==> config.mk <==
export PLATFORM = sky130hd
export DESIGN_NAME = radix_prefixed_number_parser
export DESIGN_NICKNAME = d
export VERILOG_FILES = /design/src/hw/rtl/rpnp_pkg.sv /design/src/hw/rtl/rpnp_char_dec.sv /design/src/hw/rtl/rpnp_step.sv /design/src/hw/rtl/radix_prefixed_number_parser.sv
export SDC_FILE = /design/constraint.sdc
export NUM_CORES = 1
export LEC_CHECK = 0
export ABC_CLOCK_PERIOD_IN_PS = 9100
export BUFFER_PORTS_ARGS = -buffer_cell sky130_fd_sc_hd__buf_2
export CAP_MARGIN = 20
export CORE_MARGIN = 5
export CORE_UTILIZATION = 50
export DETAILED_ROUTE_END_ITERATION = 10
export PLACE_DENSITY_LB_ADDON = 0.15
export SLEW_MARGIN = 40
export SYNTH_ARGS = -nofsm -noshare
export SYNTH_HDL_FRONTEND = slang
export SYNTH_SLANG_ARGS = --single-unit
==> constraint.sdc <==
create_clock -name clk -period 9.1 [get_ports clk]
set_input_delay 0.91 -clock clk [delete_from_list [all_inputs] [get_ports clk]]
set_output_delay 0.91 -clock clk [all_outputs]
set_load 0.01 [all_outputs]
==> src/hw/rtl/rpnp_pkg.sv <==
package rpnp_pkg;

	// Parse phase of the current number string.
	typedef enum logic [2:0] {
		PH_START      = 3'd0,
		PH_AFTER_ZERO = 3'd1,
		PH_DIGITS     = 3'd2,
		PH_SUFFIXED   = 3'd3,
		PH_FAILED     = 3'd4
	} phase_t;

	// Number base chosen by the prefix.
	typedef enum logic [1:0] {
		RX_DEC = 2'd0,
		RX_OCT = 2'd1,
		RX_HEX = 2'd2
	} radix_t;

	// ASCII codes that the parser recognises.
	localparam logic [7:0] CH_NUL    = 8'h00;
	localparam logic [7:0] CH_DOLLAR = 8'h24;
	localparam logic [7:0] CH_ZERO   = 8'h30;
	localparam logic [7:0] CH_NINE   = 8'h39;
	localparam logic [7:0] CH_UA     = 8'h41;
	localparam logic [7:0] CH_UF     = 8'h46;
	localparam logic [7:0] CH_UK     = 8'h4B;
	localparam logic [7:0] CH_UM     = 8'h4D;
	localparam logic [7:0] CH_UX     = 8'h58;
	localparam logic [7:0] CH_LA     = 8'h61;
	localparam logic [7:0] CH_LF     = 8'h66;
	localparam logic [7:0] CH_LK     = 8'h6B;
	localparam logic [7:0] CH_LM     = 8'h6D;
	localparam logic [7:0] CH_LX     = 8'h78;

	// Largest digit value of the octal base.
	localparam logic [3:0] OCT_MAX = 4'd7;

	// Suffix shifts: kilo is 2^10, mega is 2^20.
	localparam int KILO_SHIFT = 10;
	localparam int MEGA_SHIFT = 20;

	// Classification of one character.
	typedef struct packed {
		logic       is_nul;
		logic       is_dollar;
		logic       is_zero;
		logic       is_x;
		logic       is_k;
		logic       is_m;
		logic       is_digit;
		logic       is_letter;
		logic [3:0] digit;
	} char_class_t;

endpackage

==> src/hw/rtl/rpnp_char_dec.sv <==
module rpnp_char_dec (
	input  logic [7:0]           char_in,
	output rpnp_pkg::char_class_t cls
);
	import rpnp_pkg::*;

	// Decode the character into flags and a digit value.
	always_comb begin
		cls = '0;
		cls.is_nul    = (char_in == CH_NUL);
		cls.is_dollar = (char_in == CH_DOLLAR);
		cls.is_zero   = (char_in == CH_ZERO);
		cls.is_x      = (char_in == CH_UX) || (char_in == CH_LX);
		cls.is_k      = (char_in == CH_UK) || (char_in == CH_LK);
		cls.is_m      = (char_in == CH_UM) || (char_in == CH_LM);
		if (char_in >= CH_ZERO && char_in <= CH_NINE) begin
			cls.is_digit = 1'b1;
			cls.digit    = 4'(char_in - CH_ZERO);
		end else if (char_in >= CH_LA && char_in <= CH_LF) begin
			cls.is_digit  = 1'b1;
			cls.is_letter = 1'b1;
			cls.digit     = 4'(char_in - CH_LA + 8'd10);
		end else if (char_in >= CH_UA && char_in <= CH_UF) begin
			cls.is_digit  = 1'b1;
			cls.is_letter = 1'b1;
			cls.digit     = 4'(char_in - CH_UA + 8'd10);
		end
	end

endmodule

==> src/hw/rtl/rpnp_step.sv <==
module rpnp_step #(
	parameter int VALUE_BITS = 32
) (
	input  rpnp_pkg::char_class_t  cls,
	input  rpnp_pkg::phase_t       phase,
	input  rpnp_pkg::radix_t       radix,
	input  logic [VALUE_BITS-1:0]  accum,
	output rpnp_pkg::phase_t       phase_nx,
	output rpnp_pkg::radix_t       radix_nx,
	output logic [VALUE_BITS-1:0]  accum_nx,
	output logic                   emit,
	output logic                   bad
);
	import rpnp_pkg::*;

	logic                  take;
	radix_t                take_rx;
	logic                  digit_ok;
	logic [VALUE_BITS-1:0] dig_ext;
	logic [VALUE_BITS-1:0] scaled;

	// Decide whether this character goes through the digit handling, and in which base.
	always_comb begin
		take    = 1'b0;
		take_rx = radix;
		unique case (phase)
			PH_START: begin
				take    = !cls.is_dollar && !cls.is_zero;
				take_rx = RX_DEC;
			end
			PH_AFTER_ZERO: take = !cls.is_x;
			PH_DIGITS:     take = 1'b1;
			default:       take = 1'b0;
		endcase
	end

	// A digit is valid when it fits the base; letters only fit hex.
	assign digit_ok = cls.is_digit && ((take_rx == RX_HEX) ||
		(!cls.is_letter && ((take_rx == RX_DEC) || (cls.digit <= OCT_MAX))));
	assign dig_ext  = VALUE_BITS'(cls.digit);

	// Multiply the accumulator by the base with shifts, and one add for decimal.
	always_comb begin
		unique case (take_rx)
			RX_HEX:  scaled = accum << 4;
			RX_OCT:  scaled = accum << 3;
			default: scaled = (accum << 3) + (accum << 1);
		endcase
	end

	// Next state and result for the character.
	always_comb begin
		phase_nx = phase;
		radix_nx = radix;
		accum_nx = accum;
		emit     = 1'b0;
		bad      = 1'b0;
		if (cls.is_nul) begin
			emit     = 1'b1;
			bad      = !(phase == PH_START || phase == PH_AFTER_ZERO ||
				phase == PH_DIGITS || phase == PH_SUFFIXED);
			phase_nx = PH_START;
			radix_nx = RX_DEC;
			accum_nx = '0;
		end else begin
			unique case (phase)
				PH_START: begin
					if (cls.is_dollar) begin
						radix_nx = RX_HEX;
						phase_nx = PH_DIGITS;
					end else if (cls.is_zero) begin
						radix_nx = RX_OCT;
						phase_nx = PH_AFTER_ZERO;
					end else begin
						radix_nx = RX_DEC;
						phase_nx = PH_DIGITS;
					end
				end
				PH_AFTER_ZERO: begin
					phase_nx = PH_DIGITS;
					if (cls.is_x) begin
						radix_nx = RX_HEX;
					end
				end
				default: begin
				end
			endcase
			// Digit handling overrides the phase where it applies.
			if (take) begin
				priority if (digit_ok) begin
					accum_nx = scaled + dig_ext;
				end else if (cls.is_digit) begin
					phase_nx = PH_FAILED;
				end else if (cls.is_k) begin
					accum_nx = accum << KILO_SHIFT;
					phase_nx = PH_SUFFIXED;
				end else if (cls.is_m) begin
					accum_nx = accum << MEGA_SHIFT;
					phase_nx = PH_SUFFIXED;
				end else begin
					phase_nx = PH_FAILED;
				end
			end
		end
	end

endmodule

==> src/hw/rtl/radix_prefixed_number_parser.sv <==
// Channel  | Handshake                  | Payload
// ---------+----------------------------+----------------------------
// input    | char_valid / char_ready    | char_in[7:0]
// result   | result_valid / result_ready| value[31:0], status
//
// Each item is registered, then decoded and applied to the parse state combinationally.
// One item per cycle sustained unless the input register stalls; a zero byte's result item
// is loaded into the result register as it leaves the input register. The input register
// stalls only when it holds a zero byte, the result register is full and result_ready is low.
// Reset (arst_n low) clears the parse state to the start of a decimal number, value zero.
// Characters other than the zero byte produce no result item.
module radix_prefixed_number_parser #(
	parameter int VALUE_BITS = 32
) (
	input  logic        clk,
	input  logic        arst_n,
	input  logic        char_valid,
	output logic        char_ready,
	input  logic [7:0]  char_in,
	output logic        result_valid,
	input  logic        result_ready,
	output logic [31:0] value,
	output logic        status
);
	import rpnp_pkg::*;

	logic                  v_s1;
	logic [7:0]            char_s1;
	phase_t                phase_q;
	radix_t                radix_q;
	logic [VALUE_BITS-1:0] accum_q;
	logic                  out_v_q;
	logic [31:0]           value_q;
	logic                  status_q;

	char_class_t           cls;
	phase_t                phase_nx;
	radix_t                radix_nx;
	logic [VALUE_BITS-1:0] accum_nx;
	logic                  emit;
	logic                  bad;
	logic                  adv;
	logic                  out_free;

	// The result register can be loaded when empty or being emptied.
	assign out_free   = !out_v_q || result_ready;
	assign adv        = v_s1 && (!cls.is_nul || out_free);
	assign char_ready = !v_s1 || adv;

	rpnp_char_dec u_dec (
		.char_in (char_s1),
		.cls     (cls)
	);

	rpnp_step #(
		.VALUE_BITS (VALUE_BITS)
	) u_step (
		.cls      (cls),
		.phase    (phase_q),
		.radix    (radix_q),
		.accum    (accum_q),
		.phase_nx (phase_nx),
		.radix_nx (radix_nx),
		.accum_nx (accum_nx),
		.emit     (emit),
		.bad      (bad)
	);

	// Input register.
	always_ff @(posedge clk or negedge arst_n) begin
		if (!arst_n) begin
			v_s1 <= 1'b0;
		end else if (char_ready) begin
			v_s1 <= char_valid;
		end
	end

	always_ff @(posedge clk) begin
		if (char_ready && char_valid) begin
			char_s1 <= char_in;
		end
	end

	// Parse state, updated once for each item leaving the input register.
	always_ff @(posedge clk or negedge arst_n) begin
		if (!arst_n) begin
			phase_q <= PH_START;
			radix_q <= RX_DEC;
			accum_q <= '0;
		end else if (adv) begin
			phase_q <= phase_nx;
			radix_q <= radix_nx;
			accum_q <= accum_nx;
		end
	end

	// Result register.
	always_ff @(posedge clk or negedge arst_n) begin
		if (!arst_n) begin
			out_v_q <= 1'b0;
		end else if (out_free) begin
			out_v_q <= adv && emit;
		end
	end

	always_ff @(posedge clk) begin
		if (adv && emit) begin
			value_q  <= bad ? 32'd0 : 32'(accum_q);
			status_q <= bad;
		end
	end

	assign result_valid = out_v_q;
	assign value        = value_q;
	assign status       = status_q;

	// An error result always carries a zero value.
	a_err_zero: assert property (@(posedge clk) disable iff (!arst_n)
		result_valid && status |-> value == 32'd0)
		else $error("error result with nonzero value");

	// A terminator returns the parser to its reset state.
	a_term_reset: assert property (@(posedge clk) disable iff (!arst_n)
		adv && cls.is_nul |=> phase_q == PH_START && radix_q == RX_DEC && accum_q == '0)
		else $error("parse state not cleared after terminator");

	// A blocked terminator holds the input register.
	a_term_stall: assert property (@(posedge clk) disable iff (!arst_n)
		v_s1 && cls.is_nul && out_v_q && !result_ready |-> !char_ready)
		else $error("input accepted while terminator is blocked");

	// The phase after a leading zero always has the octal base.
	a_oct_phase: assert property (@(posedge clk) disable iff (!arst_n)
		phase_q == PH_AFTER_ZERO |-> radix_q == RX_OCT)
		else $error("leading zero phase without octal base");

endmodule
Word level (Yosys, flattened, before mapping) --
Index checks and enable logic that the tools add are counted.
Operators by class: reductions and logical operators 36, magnitude comparators 7, $add $sub $neg 7, mux-type cells 30, equality and inequality tests 15
Operator list (number):
- two-way mux 32 bit | 6
- case mux 32 bit (2 select lines) | 1
- == test 8 x 7 -> 1 bit, second input constant | 6
- adder 32 bit | 1
- adder 32 x 4 -> 32 bit | 1
- two-way mux 3 bit | 7
- == test 8 x 6 -> 1 bit, second input constant | 2
- >= comparator 8 x 7 -> 1 bit, second input constant | 2
- less-or-equal comparator 8 x 7 -> 1 bit, second input constant | 2
- two-way mux 6 bit | 2
- subtractor 4 x 1 -> 4 bit, second input constant | 3
- logical OR 1 bit | 11
- two-way mux 2 bit | 5
- logical AND 1 bit | 9
- adder 4 bit, second input constant | 2
- >= comparator 8 x 6 -> 1 bit, second input constant | 1
- less-or-equal comparator 8 x 6 -> 1 bit, second input constant | 1
- logical NOT 1 bit | 8
- logical NOT 8 bit | 1
- == test 3 x 2 -> 1 bit, second input constant | 2
- case mux 3 bit (2 select lines) | 1
- two-way mux 1 bit | 5
- less-or-equal comparator 4 x 3 -> 1 bit, second input constant | 1
- two-way mux 4 bit | 1
- 14 further kinds | 14
Storage, ports and cells: input bits 12, bits in registers 80, logic and storage cells 103

Logic depth before layout (Yosys ltp) --
Gate-level depths: netlist of the first run.
depth in word-level cells 13, depth in mapped cells 21, gate-level depth less buffers 20

By module --
From an unflattened synthesis of the first run, not the netlist that was laid out.
Second synthesis, totals: cell total of the unflattened synthesis 955, area total of the unflattened synthesis 8276.7 sq um
By module, submodules not included:
- rpnp_step | times used 1, area each 4147.7 sq um, cells an instance 619
- radix_prefixed_number_parser | times used 1, area each 3818.7 sq um, cells an instance 297
- rpnp_char_dec | times used 1, area each 310.3 sq um, cells an instance 39

Worst setup path after synthesis of the first run --
No wires, ideal clock.
kind register -> register, start point register phase_q[2], end point register accum_q[25], setup time 0.126 ns, slack 4.434 ns, data required time 8.974 ns, arrival 4.540 ns, period minus slack after synthesis 4.666 ns, path buffers 4, cell stages (with the launch flop) 22, cell sequence dfrtp_1 or3_1 nand2_1 ha_1 clkbuf_1 clkbuf_1 buf_2 buf_1 nor2b_1 ha_1 inv_1 fa_1 nand2b_1 a21boi_1 and3_1 and2_1 nand2_2 nor4_4 and2_4 nand2_1 xnor2_1 a221o_1
Between the ends: cells in the longest elaborated chain, start to end 10
RTL lines:
- start: declaration | line radix_prefixed_number_parser.sv:29 | phase_t phase_q;
- start signal: assignment | line radix_prefixed_number_parser.sv:91 | phase_q <= phase_nx;
- parallel branches: the longest is 10 deep, another holds adder 32 x 4 -> 32 bit
- end signal: assignment | line radix_prefixed_number_parser.sv:93 | accum_q <= accum_nx;
- end: declaration | line radix_prefixed_number_parser.sv:31 | logic [VALUE_BITS-1:0] accum_q;
Parallel ways; which one is timed is not known. The select of a mux whose other input is x is not followed. A chain may end at the register's enable or synchronous reset.

Worst setup path in the final report of the first run --
Same ends and word-level chain as after synthesis.

==> flow_metrics.tcl, run 1 <==
set metrics [dict create \
    pwr-share-clk_pct 22.4 \
    cts.clk_slew.worst_paths_ps 60 \
    multi_input_area_um2 4310 \
    internal-power_mw 0.958 \
    antenna_cells 0 \
    sw_frac_of_total_pct 43.8 \
    htreeDepth 3 \
    dieArea_um2 16000 \
    synth_area_leaders "edfxtp_1, dfrtp_1, ha_1, nand2_1, a21oi_1" \
    cap_violations 0 \
    postCtsSetupBuffers 0 \
    peakVddDrop_mv 0.120 \
    grt_usage_pct 23.2 \
    synth_area_um2 6770 \
    dieHeight_um 126 \
    drtIter0Drc 629 \
    die_w_um 126 \
    path_common_cell "nand2_1" \
    ant_nets 0 \
    rows 42 \
    cts_buffer_depth 2 \
    path_class "flop to flop" \
    grt_max_degree 40 \
    ys_types 84 \
    gp_congestion 0.902 \
    required_ps 9330 \
    post_dp_cell_area_um2 7120 \
    final_area_um2 7430 \
    start_util_pct 51.1 \
    synth_cells 795 \
    crit_path_top_delay_cell "o311ai_0" \
    antenna_found_initial 0 \
    finish.net_count 869 \
    grt_pass1_wl_um 30600 \
    vias_per_cell 6.32 \
    hold_path.class "flop to flop" \
    seqCellArea_um2 2210 \
    fmax_ghz 0.221 \
    port_buffers 46 \
    seqPwrFrac_pct 27.1 \
    gr-total-overflow 0 \
    power_frac_comb_pct 50.5 \
    switching_power_mw 0.746 \
    layout-drive-gt1-share_pct 12.0 \
    syn_area_per_cell_um2 8.51 \
    cellPowerDensity_nw_per_um2 229 \
    hold_viol 0 \
    synth_async_sr_flop_share_pct 48.8 \
    cts_tree "built" \
    dp.cells 982 \
    crit_fanout 18 \
    fin_cells 998 \
    post-route-min-period_ps 4530 \
    drc_errors 0 \
    io_pins 47 \
    setup_viol 0 \
    syn-num-nets 847 \
    dr.pass1.iters 7 \
    skew_ps 5.80 \
    core_area_um2 13200 \
    yosys.area.top_type "edfxtp_1" \
    p_leak_nw 2.89 \
    setup_slack_ps 4570 \
    maxSlewHeadroom_pct 44.9 \
    startpoint_type "flop" \
    arrival_ps 4760 \
    status "finished clean" \
    drv_slew 0 \
    synth-seq-cells 80 \
    synth_warnings 0 \
    postCtsHoldBufs 0 \
    hpwl_um 13000 \
    syn_to_final_growth_pct 9.89 \
    crit_chain "or3_1, nand2_1, ha_1, inv_1, nand2_1, o311ai_0, and3_1, and2_1, nand2_2, nor4_4, and2_4, nand2_1, xnor2_1, a221o_1" \
    cts_sinks 80 \
    period_share_pct 49.8 \
    wirelength_um 18400 \
    pre_cts_ws_ps 4650 \
    setup_tns_ps 0 \
    slowest_delay_ps 700 \
    ys.flop_type "edfxtp_1" \
    worst_pin_slew_ps 816 \
    nFillCells 1202 \
    synth_most_common_cell "nand2_1" \
    critPathCaptureType "flop" \
    rsz0062_at_grt "false" \
    root_buffer "clkbuf_16" \
    synth_top_area_share_pct 18.2 \
    num_vias 6303 \
    cts_resized 0 \
    numCtsBuffers 9 \
    wire_per_inst_um 18.4 \
    synth_seq_area_share_pct 32.6 \
    synth_edf_count 41 \
    grt_pass1_vias 6067 \
    clkLatencyLatePin_ps 350 \
    ys_top_cells_by_count "nand2_1, a21oi_1, nor2_1, o21ai_0, edfxtp_1" \
]
state kept, by name (all words and copies together), names as in the netlist:
register / count
accum_q: 32
value: 32
char_s1: 8
phase_q: 3
radix_q: 2
result_valid: 1
status: 1
v_s1: 1
final timing paths:
| check | start | slack [ps] | depth (start not counted) | end |
|---|---|---|---|---|
| worst min-delay path | accum_q[31]$_DFFE_PN0P_ | 510 | 2 | accum_q[31]$_DFFE_PN0P_ |
| min in group asynchronous | arst_n | 540 | 1 | v_s1$_DFFE_PN0N_ |
| max in group asynchronous | arst_n | 8190 | 1 | accum_q[15]$_DFFE_PN0P_ |
| worst min register to register | accum_q[31]$_DFFE_PN0P_ | 510 | 2 | accum_q[31]$_DFFE_PN0P_ |
| worst max register to register | phase_q[2]$_DFFE_PN0P_ | 4570 | 14 | accum_q[25]$_DFFE_PN0P_ |
| worst max-delay path | phase_q[2]$_DFFE_PN0P_ | 4570 | 14 | accum_q[25]$_DFFE_PN0P_ |
stage by stage:
stage / util [%] / hold slack [ps] / total power, mW
floorplan: - / 461 / 1.12
global placement: 53.6 / 493 / 1.29
detailed placement: 53.8 / 508 / 1.30
CTS: 56.1 / 524 / 1.69
global route: 56.1 / 553 / 1.82
finish: 56.1 / 514 / 1.70
power by group through the flow:
stage	combinational, mW	clock, mW	sequential (mW)
after floorplan	0.677	0	0.442
after global placement	0.821	0	0.466
after detailed placement	0.835	0	0.466
after CTS	0.843	0.389	0.459
after global routing	0.951	0.402	0.467
final	0.860	0.382	0.462
layout by cell type (no fill, tap or decap), types with 12 or more instances in the layout:
| cell type | netlist | final |
|---|---|---|
| nand2_1 | 106 | 105 |
| a21oi_1 | 59 | 59 |
| nor2_1 | 52 | 51 |
| o21ai_0 | 47 | 47 |
| buf_2 | 5 | 45 |
| edfxtp_1 | 41 | 41 |
| dfrtp_1 | 39 | 39 |
| ha_1 | 38 | 38 |
| and2_1 | 35 | 35 |
| inv_1 | 26 | 26 |
| xnor2_1 | 21 | 21 |
| a22oi_1 | 20 | 20 |
| nand3_1 | 19 | 19 |
| a31oi_1 | 17 | 17 |
| a22o_1 | 16 | 16 |
| o21ai_1 | 15 | 15 |
| xor2_1 | 13 | 13 |
| a21o_1 | 12 | 12 |
cells by family after synthesis:
| group | synth area share, % |
|---|---|
| adder cells (fa/ha/maj) | 7.62 |
| AND/OR/NAND/NOR | 23.2 |
| buffers and inverters | 3.98 |
| flip-flops | 32.6 |
| multiplexers | 1.07 |
| AO/OA/AOI/OAI | 27.2 |
| XOR/XNOR | 4.40 |
cell type report:
cell class	instances	share of cell area, %
clock buffer	11	3.42
clock inverter	5	0.724
inverter	26	1.31
multi-input combinational	647	58.0
sequential	80	29.7
tap	176	2.96
timing repair buffer	53	3.94
critical path: cells and delay by family, from the launching register on:
family                   cells  cell delay, ps
AO/OA/AOI/OAI                2            1020
XOR/XNOR                     1             120
adder cells (fa/ha/maj)      1             450
buffers and inverters        1             430
flip-flops                   1             430
AND/OR/NAND/NOR              9            1970
per-layer routing:
layer / share of wire [%] / vias up / global-route usage, %
met4: 3.0 / 0 / 9.40
met1: 45 / 2991 / 30.8
met2: 47 / 242 / 38.4
li1: - / 3021 / -
met5: 0 / - / 0
met3: 5.6 / 49 / 3.36
(Power assumes the default switching activity.)
==> run 2, diff against run 1 <==
- ABC_CLOCK_PERIOD_IN_PS: 9100 -> 3800
- clock period: 9.1 -> 3.8 ns (I/O delays scaled with it)
==> run 2 against run 1 <==
Net effect: the run now ends with negative hold slack, negative setup slack left; first-iteration DRC count decreased by 15%; sequential power grew 140%; clock power grew 130%; clock-buffer cell count shrank 1; register-to-register slack got worse by 4600 ps; clock skew up 4.9 ps; fmax rose by 18%; utilization grew 3.9 points.
==> flow_metrics.tcl, run 2 (synthesis results as in run 1) <==
set metrics [dict create \
    finish.net_count 925 \
    pre_cts_ws_ps 30.2 \
    status "finished with violations" \
    clkLatencyLatePin_ps 360 \
    post-route-min-period_ps 3830 \
    antenna_cells 0 \
    drc_errors 0 \
    grt_max_degree 40 \
    core_area_um2 13200 \
    cap_violations 0 \
    layout-drive-gt1-share_pct 20.0 \
    wire_per_inst_um 19.5 \
    nFillCells 1219 \
    ant_nets 0 \
    skew_ps 10.7 \
    required_ps 4050 \
    cellPowerDensity_nw_per_um2 539 \
    cts_sinks 80 \
    hpwl_um 15300 \
    grt_pass1_wl_um 33200 \
    die_w_um 126 \
    grt_usage_pct 25.5 \
    rows 42 \
    dr.pass1.iters 5 \
    hold_path.class "primary input to async pin" \
    gp_congestion 0.965 \
    port_buffers 46 \
    postCtsHoldBufs 0 \
    antenna_found_initial 0 \
    r2r-end "accum_q[25]$_DFFE_PN0P_" \
    drv_slew 0 \
    violations "negative hold slack, negative setup slack" \
    rsz0062_at_grt "true" \
    wirelength_um 20500 \
    cts.clk_slew.worst_paths_ps 70 \
    gr-total-overflow 0 \
    cts_buffer_depth 2 \
    cts_tree "built" \
    final_util_pct 60.0 \
    peakVddDrop_mv 0.213 \
    io_pins 47 \
    setup_slack_ps -28.2 \
    final_cell_mix "nand2_1, buf_4, a21oi_1" \
    r2r_start "phase_q[0]$_DFFE_PN0P_" \
    vias_per_cell 6.26 \
    syn_to_final_growth_pct 17.5 \
    setup_viol 1 \
    p_leak_nw 3.19 \
    grt_pass1_vias 6549 \
    start_util_pct 51.1 \
    startpoint_type "flop" \
    root_buffer "clkbuf_16" \
    htreeDepth 3 \
    hold_viol 2 \
    reg2regPathDepth 17 \
    dieArea_um2 16000 \
    path_class "flop to flop" \
    worst_pin_slew_ps 772 \
    critPathCaptureType "flop" \
    maxSlewHeadroom_pct 47.9 \
    final_common_cell "nand2_1" \
    fmax_ghz 0.261 \
    numCtsBuffers 9 \
    num_vias 6595 \
    period_share_pct 101 \
    worst-r2r-setup-slack_ps -30 \
    hold_slack_ps -2.77 \
    arrival_ps 4080 \
    dieHeight_um 126 \
    crit_fanout 14 \
    drtIter0Drc 534 \
]
## run 2: area by class of cell
cell class / count / area [µm²] / share of cell area, %
repair buffers: 109 / 729 / 9.18
well taps: 176 / 220 / 2.77
flip-flops and latches: 80 / 2210 / 27.8
multi-input cells: 647 / 4400 / 55.4
inverters: 26 / 97.6 / 1.23
clock buffers: 10 / 239 / 3.01
clock inverters: 6 / 50.0 / 0.630
## run 2: through the flow
stage,cells,setup TNS (ps),total power [mW],instance area [µm²]
after floorplan,795,-1200,2.77,6900
after detailed placement,1030,0,3.36,7570
after CTS,1046,0,4.24,7860
final,1054,-28.2,4.28,7950
after global placement,1029,0,3.29,7540
after global routing,1054,-1920,4.54,7950
## run 2: how the worst max path moves through the flow
stage	start	endpoint	slack [ps]	cells after the start
finish	phase_q[0]$_DFFE_PN0P_	accum_q[25]$_DFFE_PN0P_	-30	17
CTS	char_s1[0]$_DFFE_PP_	accum_q[25]$_DFFE_PN0P_	10	20
floorplan	phase_q[0]$_DFFE_PN0P_	accum_q[25]$_DFFE_PN0P_	-230	21
global route	char_s1[0]$_DFFE_PP_	accum_q[21]$_DFFE_PN0P_	-250	21
detailed placement	char_s1[0]$_DFFE_PP_	accum_q[25]$_DFFE_PN0P_	30	20
global placement	char_s1[0]$_DFFE_PP_	accum_q[25]$_DFFE_PN0P_	160	20
## run 2: critical path, stage by stage, from the launching register on
cell and delay [ps]:
dfrtp_1 400, or3_4 440, nand2_4 100, ha_4 250, nor2b_1 140, ha_2 210, inv_2 50, fa_2 350
nand2b_4 150, a21boi_2 170, and3_4 200, and2_4 170, nand2_4 70, nor4_4 320, and2_4 220, nand2_2 60
xnor2_1 140, a221o_1 290
## run 2: power by group
group	leakage (nW)	internal [mW]	switching, mW	total (mW)
Combinational	2.20	0.916	1.41	2.32
Sequential	0.850	0.980	0.111	1.09
Clock	0.136	0.469	0.401	0.870
## run 2: repair_timing
action,4_1_cts,5_1_grt
endpoints found under the setup margin,0,17
buffers inserted,0,8
gates resized for setup,0,15
hold endpoints to repair,0,0
## run 2: metal layers
layer,routed length [µm],share of wire (%),up-vias,GRT usage (%)
li1,-,-,3127,-
met1,9000,44,3236,33.0
met2,10000,49,191,43.6
met3,903,4.4,41,2.82
met4,565,2.8,0,10.2
met5,0,0,-,0
==> run 3, diff against run 2 <==
- CELL_PAD_IN_SITES_DETAIL_PLACEMENT: default -> 0
- CELL_PAD_IN_SITES_GLOBAL_PLACEMENT: default -> 2
- CORE_UTILIZATION: 50 -> 34
==> run 3 against run 2 <==
Net effect: the flow now finishes without violations; register-to-register slack improved by 30 ps; fmax grew 0.84%; utilization is 18 points lower; wire length grew 9.4%; die area is 43% higher; non-clock buffer count up 16; sequential share of layout area shrank 0.92 points; critical endpoint unchanged.
==> flow_metrics.tcl, run 3 (synthesis results as in run 1) <==
set metrics [dict create \
    fin_cells 1159 \
    status "finished clean" \
    finish.net_count 941 \
    path_delay_family "simple AND/OR/NAND/NOR gates" \
    grt_pass1_wl_um 35100 \
    total_power_mw 4.40 \
    gp_congestion 0.874 \
    final_cell_mix "nand2_1, buf_4, a21oi_1" \
    arrival_ps 4020 \
    maxSlewHeadroom_pct 49.4 \
    drv_slew 0 \
    path_buf_inv 3 \
    die_w_um 151 \
    vias_per_cell 5.61 \
    htreeDepth 3 \
    crit_chain "buf_6, buf_6, nand2_2, o21ai_2, a31oi_1, and3b_2, nand2_1, o21ai_1, ha_2, inv_2, fa_2, nand2b_4, a21boi_2, and3_4, and2_4, nand2_4, nor4_4, and2_4, nand2_4, xnor2_2, a221o_1" \
    cts_sinks 80 \
    required_ps 4030 \
    nFillCells 2017 \
    startpoint_type "flop" \
    dieArea_um2 22800 \
    cp-startpoint "char_s1[0]$_DFFE_PP_" \
    sw_frac_of_total_pct 43.8 \
    io_pins 47 \
    dp.cells 1131 \
    core_area_um2 19500 \
    gr-total-overflow 0 \
    root_buffer "clkbuf_16" \
    grt_pass1_vias 6448 \
    syn_to_final_growth_pct 21.6 \
    critPathCaptureType "flop" \
    p_leak_nw 3.28 \
    crit_fanout 5 \
    switching_power_mw 1.93 \
    period_share_pct 99.9 \
    wire_per_inst_um 19.4 \
    setup_tns_ps 0 \
    clkLatencyLatePin_ps 340 \
    hold_slack_ps 22.5 \
    dr.pass1.iters 5 \
    drc_errors 0 \
    rsz0062_at_grt "true" \
    fmax_ghz 0.263 \
    post_dp_cell_area_um2 7740 \
    hold_viol 0 \
    start_util_pct 34.6 \
    worst_pin_slew_ps 756 \
    power_frac_comb_pct 55.1 \
    grt_max_degree 40 \
    final_area_um2 8220 \
    hold_path.class "primary input to async pin" \
    ant_nets 0 \
    pre_cts_ws_ps 14.3 \
    port_buffers 46 \
    r2r_start "char_s1[0]$_DFFE_PP_" \
    rows 51 \
    internal-power_mw 2.47 \
    cts.clk_slew.worst_paths_ps 70 \
    numCtsBuffers 9 \
    setup_slack_ps 3.56 \
    antenna_cells 0 \
    cellPowerDensity_nw_per_um2 535 \
    crit_path_top_delay_cell "edfxtp_1" \
    cts_buffer_depth 2 \
    path_depth 21 \
    worst-r2r-setup-slack_ps 4 \
    seqPwrFrac_pct 24.4 \
    postCtsHoldBufs 0 \
    peakVddDrop_mv 0.222 \
    hpwl_um 17300 \
    layout-drive-gt1-share_pct 22.5 \
    cap_violations 0 \
    wirelength_um 22400 \
    endpoint "accum_q[25]$_DFFE_PN0P_" \
    num_vias 6501 \
    antenna_found_initial 0 \
    setup_viol 0 \
    drtIter0Drc 376 \
    dieHeight_um 151 \
    slowest_delay_ps 440 \
    r2r-end "accum_q[25]$_DFFE_PN0P_" \
    reg2regPathDepth 21 \
    grt_usage_pct 19.7 \
    post-route-min-period_ps 3800 \
    final_common_cell "nand2_1" \
    skew_ps 5.04 \
    pwr-share-clk_pct 20.4 \
    cts_tree "built" \
    path_class "flop to flop" \
    final_util_pct 42.1 \
]
[run 3: metal layers]
layer / routed length (µm) / GRT usage [%] / part of all wire, % / vias up
met3: 813 / 2.75 / 3.6 / 31
met4: 433 / 5.17 / 1.9 / 0
met5: 0 / 0 / 0 / -
met1: 9780 / 25.1 / 44 / 3161
met2: 11400 / 34.9 / 51 / 152
li1: - / - / - / 3157
[run 3: timing repair]
item                       in CTS  in global routing
setup endpoints to repair       1                 14
gates resized for setup         0                 28
pin swaps                       0                 12
buffers inserted                2                 10
hold endpoints to repair        0                  0
[run 3: worst min-delay path by stage]
stage	from	to	slack, ps
global route	arst_n	accum_q[31]$_DFFE_PN0P_	70
floorplan	arst_n	accum_q[0]$_DFFE_PN0P_	80
detailed placement	arst_n	accum_q[31]$_DFFE_PN0P_	410
global placement	accum_q[31]$_DFFE_PN0P_	accum_q[31]$_DFFE_PN0P_	490
finish	arst_n	accum_q[24]$_DFFE_PN0P_	20
CTS	arst_n	result_valid$_DFFE_PN0P_	40
[run 3: power by group through the flow]
stage	Clock [mW]	Combinational [mW]	Sequential, mW
after floorplan	0	1.71	1.06
after global placement	0	2.35	1.10
after detailed placement	0	2.36	1.10
after CTS	0.916	2.37	1.08
after global routing	0.960	2.64	1.08
final	0.900	2.42	1.08
[run 3: layout make-up]
type / count / area [µm²] / area share (%)
Multi-Input combinational cell: 647 / 4440 / 54.0
Sequential cell: 80 / 2210 / 26.9
Timing Repair Buffer: 125 / 837 / 10.2
Tap cell: 265 / 332 / 4.03
Clock buffer: 9 / 225 / 2.74
Inverter: 26 / 97.6 / 1.19
Clock inverter: 7 / 80.1 / 0.974
